## config.mk

```make
export PLATFORM = sky130hd
export DESIGN_NAME = line_rasterizer
export DESIGN_NICKNAME = d
export VERILOG_FILES = /design/src/lr_pkg.sv /design/src/lr_front.sv /design/src/lr_queue.sv /design/src/lr_back.sv /design/src/line_rasterizer.sv
export SDC_FILE = /design/constraint.sdc
export NUM_CORES = 1
export LEC_CHECK = 0
export BUFFER_PORTS_ARGS = -buffer_cell sky130_fd_sc_hd__buf_2
export CAP_MARGIN = 20
export CORE_MARGIN = 3
export CORE_UTILIZATION = 56
export DETAILED_ROUTE_END_ITERATION = 8
export PLACE_DENSITY = 0.75
export SLEW_MARGIN = 20
export SYNTH_ARGS = -nofsm -noshare
export SYNTH_HDL_FRONTEND = slang
export SYNTH_SLANG_ARGS = --single-unit
```

## constraint.sdc

```tcl
create_clock -name clk -period 6.05 [get_ports clk]
set_input_delay 0.9075 -clock clk [delete_from_list [all_inputs] [get_ports clk]]
set_output_delay 0.9075 -clock clk [all_outputs]
set_load 0.01 [all_outputs]
```

## src/lr_pkg.sv

```systemverilog
`timescale 1ns / 1ps
// ----------------------------------------------------------------------------
// lr_pkg
// Shared types, widths and codes of the line rasterizer.
// ----------------------------------------------------------------------------
package lr_pkg;

    // coordinate and configuration widths
    localparam int COORD_BITS = 13;
    localparam int CFG_BITS   = 13;
    localparam int COLOR_BITS = 24;
    localparam int ADDR_BITS  = 24;

    // walker arithmetic widths
    localparam int ADX_BITS = COORD_BITS + 1;
    localparam int NDY_BITS = COORD_BITS + 2;
    localparam int ERR_BITS = COORD_BITS + 3;

    // clipping compare and address arithmetic widths
    localparam int CMP_BITS = (COORD_BITS > CFG_BITS) ? COORD_BITS : CFG_BITS;
    localparam int SUM_BITS = COORD_BITS + CFG_BITS + 1;

    // stream packing
    localparam int IN_FIELD_BITS  = 4 * COORD_BITS + COLOR_BITS;
    localparam int IN_DATA_BITS   = ((IN_FIELD_BITS + 7) / 8) * 8;
    localparam int OUT_FIELD_BITS = 2 * COORD_BITS + ADDR_BITS + COLOR_BITS;
    localparam int OUT_DATA_BITS  = ((OUT_FIELD_BITS + 7) / 8) * 8;

    // command queue
    localparam int Q_DEPTH    = 2;
    localparam int Q_PTR_BITS = $clog2(Q_DEPTH);

    // configuration register indexes
    localparam int CFG_INDEX_BITS = 2;
    typedef logic [CFG_INDEX_BITS-1:0] cfg_index_t;
    localparam cfg_index_t CFG_SCREEN_WIDTH  = 2'd0;
    localparam cfg_index_t CFG_SCREEN_HEIGHT = 2'd1;

    // reset values of the screen size
    localparam logic [CFG_BITS-1:0] SCREEN_WIDTH_RESET  = CFG_BITS'(1600);
    localparam logic [CFG_BITS-1:0] SCREEN_HEIGHT_RESET = CFG_BITS'(1200);

    // request kinds
    localparam logic ACT_LOAD = 1'b0;
    localparam logic ACT_STEP = 1'b1;

    typedef logic signed [COORD_BITS-1:0] coord_t;
    typedef logic [ADX_BITS-1:0]          adx_t;
    typedef logic signed [NDY_BITS-1:0]   ndy_t;
    typedef logic signed [ERR_BITS-1:0]   err_t;
    typedef logic signed [ERR_BITS:0]     err2_t;
    typedef logic [CMP_BITS-1:0]          cmp_t;
    typedef logic [SUM_BITS-1:0]          sum_t;
    typedef logic [COLOR_BITS-1:0]        color_t;
    typedef logic [ADDR_BITS-1:0]         addr_t;
    typedef logic [CFG_BITS-1:0]          cfg_t;

    // decoded request, as it waits in the queue
    typedef struct packed {
        logic   is_step;
        coord_t x0;
        coord_t y0;
        coord_t x1;
        coord_t y1;
        adx_t   adx;
        ndy_t   ndy;
        err_t   err;
        logic   x_neg;
        logic   y_neg;
        color_t color;
    } lr_cmd_t;

    // one emitted pixel
    typedef struct packed {
        coord_t x;
        coord_t y;
        addr_t  addr;
        logic   visible;
        color_t color;
        logic   last;
    } lr_pixel_t;

endpackage

```

## src/lr_front.sv

```systemverilog
`timescale 1ns / 1ps
// ----------------------------------------------------------------------------
// lr_front
// Accepts requests, tells loads from steps and works out the deltas,
// step directions and initial error term of a load.
// ----------------------------------------------------------------------------
module lr_front (
    input  logic                           s_tvalid,
    output logic                           s_tready,
    input  logic [lr_pkg::IN_DATA_BITS-1:0] s_tdata,  // start_x, start_y, end_x, end_y, line_color
    input  logic                           s_tuser,  // action
    input  logic                           q_full,
    output logic                           push,
    output lr_pkg::lr_cmd_t                cmd
);
    import lr_pkg::*;

    coord_t x0;
    coord_t y0;
    coord_t x1;
    coord_t y1;
    logic signed [COORD_BITS:0] dx;
    logic signed [COORD_BITS:0] dy;
    ndy_t dy_ext;

    // unpack the request fields
    assign x0 = coord_t'(s_tdata[COORD_BITS-1:0]);
    assign y0 = coord_t'(s_tdata[2*COORD_BITS-1:COORD_BITS]);
    assign x1 = coord_t'(s_tdata[3*COORD_BITS-1:2*COORD_BITS]);
    assign y1 = coord_t'(s_tdata[4*COORD_BITS-1:3*COORD_BITS]);

    // signed deltas, one bit wider than the coordinates
    assign dx     = (COORD_BITS + 1)'(x1) - (COORD_BITS + 1)'(x0);
    assign dy     = (COORD_BITS + 1)'(y1) - (COORD_BITS + 1)'(y0);
    assign dy_ext = ndy_t'(dy);

    // build the queue entry
    always_comb
    begin
        cmd.is_step = (s_tuser == ACT_STEP);
        cmd.x0      = x0;
        cmd.y0      = y0;
        cmd.x1      = x1;
        cmd.y1      = y1;
        cmd.adx     = dx[COORD_BITS] ? adx_t'(-dx) : adx_t'(dx);
        cmd.ndy     = dy[COORD_BITS] ? dy_ext : -dy_ext;
        cmd.err     = err_t'(cmd.adx) + err_t'(cmd.ndy);
        cmd.x_neg   = !(x0 < x1);
        cmd.y_neg   = !(y0 < y1);
        cmd.color   = s_tdata[4*COORD_BITS+COLOR_BITS-1:4*COORD_BITS];
    end

    // handshake into the queue
    assign s_tready = !q_full;
    assign push     = s_tvalid && !q_full;

endmodule

```

## src/lr_queue.sv

```systemverilog
`timescale 1ns / 1ps
// ----------------------------------------------------------------------------
// lr_queue
// Short request queue between the front and the walker.
// ----------------------------------------------------------------------------
module lr_queue (
    input  logic            clk,
    input  logic            rst_n,
    input  logic            push,
    input  lr_pkg::lr_cmd_t push_cmd,
    output logic            full,
    output logic            q_valid,
    input  logic            pop,
    output lr_pkg::lr_cmd_t head_cmd
);
    import lr_pkg::*;

    lr_cmd_t                 entry_reg [Q_DEPTH];
    logic [Q_PTR_BITS-1:0]   wr_ptr_reg;
    logic [Q_PTR_BITS-1:0]   wr_ptr_next;
    logic [Q_PTR_BITS-1:0]   rd_ptr_reg;
    logic [Q_PTR_BITS-1:0]   rd_ptr_next;
    logic [Q_PTR_BITS:0]     count_reg;
    logic [Q_PTR_BITS:0]     count_next;
    logic                    do_push;
    logic                    do_pop;

    assign full     = (count_reg == (Q_PTR_BITS + 1)'(Q_DEPTH));
    assign q_valid  = (count_reg != '0);
    assign do_push  = push && !full;
    assign do_pop   = pop && q_valid;
    assign head_cmd = entry_reg[rd_ptr_reg];

    // pointer and fill count update
    always_comb
    begin
        wr_ptr_next = wr_ptr_reg;
        rd_ptr_next = rd_ptr_reg;
        count_next  = count_reg;
        if (do_push)
        begin
            wr_ptr_next = (wr_ptr_reg == Q_PTR_BITS'(Q_DEPTH - 1)) ? '0 : wr_ptr_reg + 1'b1;
        end
        if (do_pop)
        begin
            rd_ptr_next = (rd_ptr_reg == Q_PTR_BITS'(Q_DEPTH - 1)) ? '0 : rd_ptr_reg + 1'b1;
        end
        if (do_push && !do_pop)
        begin
            count_next = count_reg + 1'b1;
        end
        else if (do_pop && !do_push)
        begin
            count_next = count_reg - 1'b1;
        end
    end

    always_ff @(posedge clk or negedge rst_n)
    begin
        if (!rst_n)
        begin
            wr_ptr_reg <= '0;
            rd_ptr_reg <= '0;
            count_reg  <= '0;
        end
        else
        begin
            wr_ptr_reg <= wr_ptr_next;
            rd_ptr_reg <= rd_ptr_next;
            count_reg  <= count_next;
        end
    end

    // entry storage
    always_ff @(posedge clk)
    begin
        if (do_push)
        begin
            entry_reg[wr_ptr_reg] <= push_cmd;
        end
    end

    // fill count never passes the depth
    a_count_bound: assert property (@(posedge clk) disable iff (!rst_n)
        count_reg <= (Q_PTR_BITS + 1)'(Q_DEPTH))
        else $error("queue fill count beyond depth");

endmodule

```

## src/lr_back.sv

```systemverilog
`timescale 1ns / 1ps
// ----------------------------------------------------------------------------
// lr_back
// Bresenham walker: holds the line state, clips each point, forms its
// framebuffer address and drives the registered pixel output.
// ----------------------------------------------------------------------------
module lr_back (
    input  logic                     clk,
    input  logic                     rst_n,
    input  logic                     q_valid,
    input  lr_pkg::lr_cmd_t          head_cmd,
    output logic                     pop,
    input  logic [lr_pkg::CFG_BITS-1:0] screen_width,
    input  logic [lr_pkg::CFG_BITS-1:0] screen_height,
    output logic                     pix_valid,
    input  logic                     pix_ready,
    output lr_pkg::lr_pixel_t        pix
);
    import lr_pkg::*;

    // walker state
    coord_t cur_x_reg;
    coord_t cur_x_next;
    coord_t cur_y_reg;
    coord_t cur_y_next;
    coord_t tgt_x_reg;
    coord_t tgt_x_next;
    coord_t tgt_y_reg;
    coord_t tgt_y_next;
    adx_t   adx_reg;
    adx_t   adx_next;
    ndy_t   ndy_reg;
    ndy_t   ndy_next;
    err_t   err_reg;
    err_t   err_next;
    logic   x_neg_reg;
    logic   x_neg_next;
    logic   y_neg_reg;
    logic   y_neg_next;
    color_t color_reg;
    color_t color_next;
    logic   active_reg;
    logic   active_next;

    // output register
    logic      out_valid_reg;
    logic      out_valid_next;
    lr_pixel_t out_reg;
    lr_pixel_t out_next;

    logic  can_issue;
    logic  emit;
    logic  vis;
    logic  fin;
    err2_t e2;
    logic  x_move;
    logic  y_move;
    sum_t  addr_sum;

    assign can_issue = !out_valid_reg || pix_ready;
    assign pop       = q_valid && can_issue;
    assign emit      = pop && head_cmd.is_step && active_reg;

    // clipping, end test and address of the current point
    always_comb
    begin
        vis = !cur_x_reg[COORD_BITS-1] && !cur_y_reg[COORD_BITS-1]
            && (cmp_t'(unsigned'(cur_x_reg)) < cmp_t'(screen_width))
            && (cmp_t'(unsigned'(cur_y_reg)) < cmp_t'(screen_height));
        fin = (cur_x_reg == tgt_x_reg) && (cur_y_reg == tgt_y_reg);
        addr_sum = sum_t'(unsigned'(cur_y_reg)) * sum_t'(screen_width)
                 + sum_t'(unsigned'(cur_x_reg));
    end

    // error term rule for the next point
    always_comb
    begin
        e2     = err2_t'(err_reg) <<< 1;
        x_move = (e2 >= err2_t'(ndy_reg));
        y_move = (e2 <= err2_t'(adx_reg));
    end

    // state and output next values
    always_comb
    begin
        cur_x_next     = cur_x_reg;
        cur_y_next     = cur_y_reg;
        tgt_x_next     = tgt_x_reg;
        tgt_y_next     = tgt_y_reg;
        adx_next       = adx_reg;
        ndy_next       = ndy_reg;
        err_next       = err_reg;
        x_neg_next     = x_neg_reg;
        y_neg_next     = y_neg_reg;
        color_next     = color_reg;
        active_next    = active_reg;
        out_next       = out_reg;
        out_valid_next = out_valid_reg && !pix_ready;

        if (pop && !head_cmd.is_step)
        begin
            // load replaces any line in progress
            cur_x_next  = head_cmd.x0;
            cur_y_next  = head_cmd.y0;
            tgt_x_next  = head_cmd.x1;
            tgt_y_next  = head_cmd.y1;
            adx_next    = head_cmd.adx;
            ndy_next    = head_cmd.ndy;
            err_next    = head_cmd.err;
            x_neg_next  = head_cmd.x_neg;
            y_neg_next  = head_cmd.y_neg;
            color_next  = head_cmd.color;
            active_next = 1'b1;
        end
        else if (emit)
        begin
            out_valid_next  = 1'b1;
            out_next.x       = cur_x_reg;
            out_next.y       = cur_y_reg;
            out_next.addr    = vis ? addr_t'(addr_sum) : '0;
            out_next.visible = vis;
            out_next.color   = color_reg;
            out_next.last    = fin;
            if (fin)
            begin
                active_next = 1'b0;
            end
            else
            begin
                err_next = err_reg + (x_move ? err_t'(ndy_reg) : err_t'(0))
                                   + (y_move ? err_t'(adx_reg) : err_t'(0));
                if (x_move)
                begin
                    cur_x_next = cur_x_reg + (x_neg_reg ? coord_t'(-1) : coord_t'(1));
                end
                if (y_move)
                begin
                    cur_y_next = cur_y_reg + (y_neg_reg ? coord_t'(-1) : coord_t'(1));
                end
            end
        end
    end

    // state registers
    always_ff @(posedge clk or negedge rst_n)
    begin
        if (!rst_n)
        begin
            cur_x_reg     <= '0;
            cur_y_reg     <= '0;
            tgt_x_reg     <= '0;
            tgt_y_reg     <= '0;
            adx_reg       <= '0;
            ndy_reg       <= '0;
            err_reg       <= '0;
            x_neg_reg     <= 1'b0;
            y_neg_reg     <= 1'b0;
            color_reg     <= '0;
            active_reg    <= 1'b0;
            out_valid_reg <= 1'b0;
        end
        else
        begin
            cur_x_reg     <= cur_x_next;
            cur_y_reg     <= cur_y_next;
            tgt_x_reg     <= tgt_x_next;
            tgt_y_reg     <= tgt_y_next;
            adx_reg       <= adx_next;
            ndy_reg       <= ndy_next;
            err_reg       <= err_next;
            x_neg_reg     <= x_neg_next;
            y_neg_reg     <= y_neg_next;
            color_reg     <= color_next;
            active_reg    <= active_next;
            out_valid_reg <= out_valid_next;
        end
    end

    // output payload
    always_ff @(posedge clk)
    begin
        out_reg <= out_next;
    end

    assign pix_valid = out_valid_reg;
    assign pix       = out_reg;

    // the end point disarms the walker
    a_last_disarms: assert property (@(posedge clk) disable iff (!rst_n)
        (emit && fin) |=> !active_reg)
        else $error("walker still armed after last pixel");

    // a point that is not the end point is followed by a different one
    a_point_moves: assert property (@(posedge clk) disable iff (!rst_n)
        (emit && !fin) |=> (cur_x_reg != $past(cur_x_reg)) || (cur_y_reg != $past(cur_y_reg)))
        else $error("walker did not move");

    // the point holds while no request is taken
    a_hold_idle: assert property (@(posedge clk) disable iff (!rst_n)
        !pop |=> $stable(cur_x_reg) && $stable(cur_y_reg) && $stable(err_reg))
        else $error("walker state changed without a request");

    // a clipped pixel carries a zero address
    a_clip_addr: assert property (@(posedge clk) disable iff (!rst_n)
        (out_valid_reg && !out_reg.visible) |-> (out_reg.addr == '0))
        else $error("clipped pixel with nonzero address");

endmodule

```

## src/line_rasterizer.sv

```systemverilog
`timescale 1ns / 1ps
// ----------------------------------------------------------------------------
// line_rasterizer
// All-octant Bresenham line walker with screen clipping and framebuffer
// address generation.
// ----------------------------------------------------------------------------
//  channel   direction  handshake            payload
//  s_*       in         s_tvalid / s_tready  load or step request
//  m_*       out        m_tvalid / m_tready  one pixel per step of an armed line
//  cfg_*     in         cfg_valid / cfg_ready screen width (0), screen height (1)
//
//  one request per clock while the queue is not full; a step is registered in
//  the queue, then the walker writes its pixel into the output register; the walk
//  loop and the width multiply are both combinational in the walker
//  a stalled output holds its pixel, the two-entry queue fills, then s_tready drops
//  reset disarms the walker and sets the screen to 1600 x 1200; no clearing pass
// ----------------------------------------------------------------------------
module line_rasterizer (
    input  logic                             clk,
    input  logic                             rst_n,
    input  logic                             s_tvalid,
    output logic                             s_tready,
    input  logic [lr_pkg::IN_DATA_BITS-1:0]  s_tdata,   // start_x, start_y, end_x, end_y, line_color, zero fill
    input  logic                             s_tuser,   // action
    output logic                             m_tvalid,
    input  logic                             m_tready,
    output logic [lr_pkg::OUT_DATA_BITS-1:0] m_tdata,   // pixel_x, pixel_y, pixel_address, pixel_color, zero fill
    output logic                             m_tuser,   // visible
    output logic                             m_tlast,
    input  logic                             cfg_valid,
    output logic                             cfg_ready,
    input  lr_pkg::cfg_index_t               cfg_index,
    input  logic [lr_pkg::CFG_BITS-1:0]      cfg_data
);
    import lr_pkg::*;

    cfg_t      width_reg;
    cfg_t      width_next;
    cfg_t      height_reg;
    cfg_t      height_next;
    logic      push;
    logic      q_full;
    logic      q_valid;
    logic      pop;
    lr_cmd_t   push_cmd;
    lr_cmd_t   head_cmd;
    lr_pixel_t pix;

    // configuration registers
    assign cfg_ready = 1'b1;

    always_comb
    begin
        width_next  = width_reg;
        height_next = height_reg;
        if (cfg_valid)
        begin
            case (cfg_index)
                CFG_SCREEN_WIDTH:  width_next  = cfg_data;
                CFG_SCREEN_HEIGHT: height_next = cfg_data;
                default:           ;
            endcase
        end
    end

    always_ff @(posedge clk or negedge rst_n)
    begin
        if (!rst_n)
        begin
            width_reg  <= SCREEN_WIDTH_RESET;
            height_reg <= SCREEN_HEIGHT_RESET;
        end
        else
        begin
            width_reg  <= width_next;
            height_reg <= height_next;
        end
    end

    // request decode
    lr_front u_front (
        .s_tvalid (s_tvalid),
        .s_tready (s_tready),
        .s_tdata  (s_tdata),
        .s_tuser  (s_tuser),
        .q_full   (q_full),
        .push     (push),
        .cmd      (push_cmd)
    );

    // queue between decode and walker
    lr_queue u_queue (
        .clk      (clk),
        .rst_n    (rst_n),
        .push     (push),
        .push_cmd (push_cmd),
        .full     (q_full),
        .q_valid  (q_valid),
        .pop      (pop),
        .head_cmd (head_cmd)
    );

    // walker and pixel output
    lr_back u_back (
        .clk           (clk),
        .rst_n         (rst_n),
        .q_valid       (q_valid),
        .head_cmd      (head_cmd),
        .pop           (pop),
        .screen_width  (width_reg),
        .screen_height (height_reg),
        .pix_valid     (m_tvalid),
        .pix_ready     (m_tready),
        .pix           (pix)
    );

    // pack the pixel
    assign m_tdata = OUT_DATA_BITS'({pix.color, pix.addr, pix.y, pix.x});
    assign m_tuser = pix.visible;
    assign m_tlast = pix.last;

endmodule
```

== After elaboration in Yosys (flattened, before gate mapping) ==
Memories as Yosys holds them, arrays and structs flattened.
Cells that the tools add are included.
Word-level totals
  register bits after elaboration: 231
  memories: 1
  input bits: 101
  memory bits (writable): 248
  logic and storage cells: 118
Memories
  u_queue.entry_reg: words 2, bits a word 124, read ports 1, clocked after Yosys merged registers in 0, write ports 1, line lr_queue.sv:18  | lr_cmd_t entry_reg [Q_DEPTH];
Operators by class
  bitwise operators: 1
  muxes and demuxes: 28
  add/subtract/negate cells: 14
  $lt $le $gt $ge: 6
  $mul: 1
  eq/ne operators: 5
  reductions and logical operators: 39
Operators by type and width (count)
  $mux W13: 10
  $mux W16: 4
  $lt A13 B13 Y1: 4
  $add A16 B16 Y16: 2
  $mux W14: 2
  $sub A13 B13 Y14: 2
  $add A13 B13 Y13: 2
  $eq A13 B13 Y1: 2
  $add A24 B13 Y24: 1
  $mul A13 B13 Y24: 1
  $ge A17 B15 Y1: 1
  $le A17 B15 Y1: 1
  $add A15 B15 Y16: 1
  $mux W15: 1
  $neg A14 Y15: 1
  $logic_and A1 B1 Y1: 14
  $neg A14 Y14: 1
  $reduce_bool A2 Y1: 6
  $logic_not A1 Y1: 10
  $reduce_and A2 Y1: 5
  $mux W1: 9
  $reduce_and A3 Y1: 2
  $mux W2: 2
  $add A1 B1 Y1 const B: 2
  other kinds (8): 8

== Longest topological paths before layout ==
  depth after elaboration: 8
  gate-level depth with buffers: 23
  depth with buffers taken out: 22

== Cells and area by module ==
A second synthesis with hierarchy kept.
Second synthesis, totals
  cells, all modules: 2683
  area, all modules: 30576.8 um^2
By module, submodules not included
  lr_back: times used 1, seq. area each 5410.2 um^2, area each 16713.5 um^2, cells each 1755
  lr_queue: times used 1, seq. area each 7547.2 um^2, area each 9342.7 um^2, cells each 405
  lr_front: times used 1, seq. area each 0.0 um^2, area each 3447.1 um^2, cells each 458
  line_rasterizer: times used 1, seq. area each 659.4 um^2, area each 1073.5 um^2, cells each 65

== Worst setup path after synthesis ==
OpenSTA, ideal clock, no wires.
  path kind: in2reg
  from: input port s_tvalid
  to: memory u_queue.entry_reg[0][0] in the netlist's numbering, enable pin
  required time: 5.442 ns
  buffers on the path: 0
  stages on the path: 2
  arrival: 6.152 ns
  path slack: -0.711 ns
  path through: nand2_1 nor2_1
Between the ends
  longest elaborated chain between the ends: 4
RTL lines
  start: declaration: line line_rasterizer.sv:21  | input logic s_tvalid,
  $logic_and A1 B1 Y1: line lr_front.sv:55  | assign push = s_tvalid && !q_full;
  $logic_and A1 B1 Y1: line lr_queue.sv:30  | assign do_push = push && !full;
  $mux W1: line lr_queue.sv:77  | if (do_push)
  $mux W1 (implied by the code): line lr_queue.sv:79  | entry_reg[wr_ptr_reg] <= push_cmd;
  end: declaration: line lr_queue.sv:18
No other way between the ends.

== Worst setup path in the final report ==
  from: register width_reg[3]
  to: register u_back.out_reg (netlist bit u_back.pix[49]), data pin
Between the ends
  longest elaborated chain between the ends: 3
  elaborated cells between the ends (all ways): 5
RTL lines
  start: declaration: line line_rasterizer.sv:37  | cfg_t width_reg;
  start signal: assignment: line line_rasterizer.sv:75  | width_reg <= width_next;
  branches (longest 3 deep; another with $mul A13 B13 Y24)
  end signal: assignment: line lr_back.sv:182  | out_reg <= out_next;
  end: declaration: line lr_back.sv:48  | lr_pixel_t out_reg;
Several ways; the timed one is not identified.
A chain may end at the register's enable or synchronous reset.

==> metrics.md <==
| Metric | Value |
|---|---|
| Root buffer cell | `clkbuf_16` |
| Slowest stage cell, crit path | `fa_1` |
| Final Hold Vio Count | `0` |
| CP Launch Type | `flop` |
| Post-Layout Inst Area | `33000 um2` |
| Fill count | `4058` |
| CTS tree | `built` |
| Buffers & Inverters on Critical Path | `7` |
| Main synth FF type | `edfxtp_1` |
| Die Wd | `235 um` |
| DR iter-0 viols | `1518` |
| FP Rows | `83` |
| Fraction of layout cells with a size suffix above 1 | `0.145` |
| Global-route wire length before repair | `113000 um` |
| Critical Path Source | `width_reg[3]` |
| Slew at the pin with the worst max-slew slack | `1.19 ns` |
| Total negative slack | `0 ns` |
| Starting Density | `0.569` |
| Vias post-DR | `20.1k` |
| CP delay by family, top | `adder cells` |
| Commonest cells after routing, fill and taps aside | `324 x edfxtp_1, 292 x inv_1, 240 x nand2_1` |
| Iteration count of the initial detailed-routing pass | `8` |
| Seq cells post-synth | `479` |
| CTS H-tree depth | `2` |
| Worst r2r src | `width_reg[3]` |
| Worst Skew | `0.0440 ns` |
| I/O pin count | `186` |
| Max reg flops | `248` |
| # setup viols final | `0` |
| Vias in the first global route | `20.7k` |
| DRC viols | `0` |
| Clock slew at reported path FFs | `0.07 ns` |
| Global Route Usage Sum | `0.257` |
| Pin count of the biggest net entering global routing | `114` |
| Maxcap violations | `0` |
| Post-Syn Area | `29300 um2` |
| DP Area | `31200 um2` |
| Syn Area/Cell | `11.4 um2` |
| CP Max Fanout | `3` |
| Synth-to-Final Area Change | `12.5%` |
| Worst hold path class | `primary input to async pin` |
| Sequential fraction of the synthesis area | `0.465` |
| Commonest non-fill, non-tap cell in the layout | `edfxtp_1` |
| Full die area | `55100 um2` |
| CTS Buf Count | `50` |
| WS Path Type | `flop to flop` |
| Slew Limit Fails | `0` |
| Status | `finished, final reports clean` |
| Gpl congestion | `0.904` |
| Clock period minus worst slack | `5.92 ns` |
| Core box area | `51500 um2` |
| Via density | `5.74` |
| Final ANT Viol Nets | `0` |
| Bufs on Longest Clock Path | `3` |
| Port bufs | `174` |
| CP cell instances | `and2_4 -> fa_1 -> inv_2 -> fa_1 -> inv_1 -> fa_1 -> inv_2 -> fa_1 -> inv_2 -> fa_1 -> inv_1 -> fa_1 -> inv_2 -> ha_4 -> o21ai_2 -> o21bai_2 -> buf_4 -> a41oi_4 -> o211ai_1 -> a41oi_2 -> o21ai_2 -> a211o_1 -> o311ai_2` |
| Reg2Reg Setup Slack | `0.13 ns` |
| Clk_lat worst skew | `0.62 ns` |
| WL final | `71900 um` |
| Setup crit end kind | `flop` |
| Synth unique cells | `94` |
| Crit share post-route | `0.979` |
| Worst endpoint required time | `6.35 ns` |
| Top achievable clock speed | `169 MHz` |
| Cell mode on critical path | `fa_1` |
| Unrepaired setup endpoints after global routing | `yes` |
| Die height | `235 um` |
| GRT overflow | `0` |
| Final core occ | `0.640` |
| Mapped Cells | `2578` |
| Async set-reset flop share out of synthesis | `0.324` |
| Slew margin rel. | `0.194` |
| EDFF count, synth | `324` |
| Synth Warn # | `0` |
| Drt wl/cell | `20.5 um` |
| Initial antenna violation count | `3` |
| Net count, final | `3246` |
| Num Clock Sinks | `479` |
| Largest stage delay, worst path | `0.55 ns` |
| Hpwl dp | `53000 um` |
| Crit path DAT | `6.22 ns` |
==> Yosys cell counts (12+ instances only) <==
| library cell | instances | area (um2) |
|---|---|---|
| mux2i_1 | 122 | 1220 |
| o211ai_1 | 12 | 90.1 |
| nor3_1 | 27 | 135 |
| xor2_1 | 43 | 377 |
| inv_1 | 297 | 1110 |
| xnor2_1 | 91 | 797 |
| edfxtp_1 | 324 | 9730 |
| nand2_1 | 241 | 905 |
| a21oi_1 | 102 | 510 |
| clkbuf_1 | 70 | 263 |
| ha_1 | 214 | 2680 |
| dfrtp_1 | 148 | 3700 |
| mux2_2 | 16 | 180 |
| o21ai_0 | 141 | 706 |
| a211oi_1 | 34 | 255 |
| o21a_1 | 17 | 128 |
| fa_1 | 149 | 2980 |
| a31oi_1 | 23 | 144 |
| a21o_1 | 36 | 270 |
| nand3_1 | 25 | 125 |
| nand4_1 | 17 | 106 |
| nor2b_1 | 27 | 169 |
| nor2_1 | 106 | 398 |
| nand2b_1 | 17 | 106 |
| and2_1 | 89 | 557 |
==> path summary, 6_finish.rpt <==
check / endpoint / depth (start not counted)
max in group asynchronous: u_back.ndy_reg[12] / 2
setup / recovery: u_back.pix[49] / 23
setup reg to reg: u_back.pix[49] / 23
hold / removal: u_back.err_reg[6] / 1
min in group clk: u_back.pix[11] / 0
hold reg to reg: u_back.pix[11] / 0
==> worst reg2reg max path, delay by kind of cell, from the launching register on <==
| kind | cells | cell delay, ns |
|---|---|---|
| flops | 1 | 0.40 |
| simple gates | 1 | 0.15 |
| buf+inv | 7 | 0.43 |
| compound gates | 8 | 1.37 |
| fa+ha+maj | 7 | 3.28 |
==> stage by stage <==
step	hold WS, ns	std cells	setup slack [ns]
2_1_floorplan	0.420	2583	0.00299
5_1_grt	0.426	3506	-0.0947
4_1_cts	0.394	3503	0.000994
6_report	0.369	3506	0.130
3_3_place_gp	0.431	3409	-0.00441
3_5_place_dp	0.435	3409	-0.0875
==> cell families (layout without fill, tap and decap cells) <==
logic type	after synthesis	count (layout)	synth area share
simple gates	618	618	0.103
compound gates	452	452	0.0982
fa+ha+maj	363	363	0.193
buf+inv	391	632	0.0523
mux	139	139	0.0482
flops	479	479	0.465
xor+xnor	134	134	0.0400
other cells	2	9	0.000256
==> per-layer routing <==
layer | global-route usage | wire [um]
met2 | 0.430 | 34700
met3 | 0.0461 | 4720
met5 | 0 | 14
met1 | 0.339 | 29800
met4 | 0.0933 | 2660
==> cell type report <==
type / count / area (um2) / share of cell area
Antenna cell: 2 / 5.00 / 0.000152
Multi-Input combinational cell: 1713 / 14300 / 0.434
Clock buffer: 67 / 1400 / 0.0424
Inverter: 300 / 1130 / 0.0342
Tap cell: 680 / 851 / 0.0258
Clock inverter: 27 / 260 / 0.00789
Sequential cell: 479 / 13600 / 0.413
Timing Repair Buffer: 238 / 1390 / 0.0421
==> timing repair <==
item,in CTS,in global routing
hold buffers,0,0
endpoints found under the setup margin,4,9
pin swaps,4,20
resized for setup,2,25
buffers inserted,0,1
Power is not shown: default switching activity piles up to over one toggle a cycle in this logic, so the estimate is an artifact.
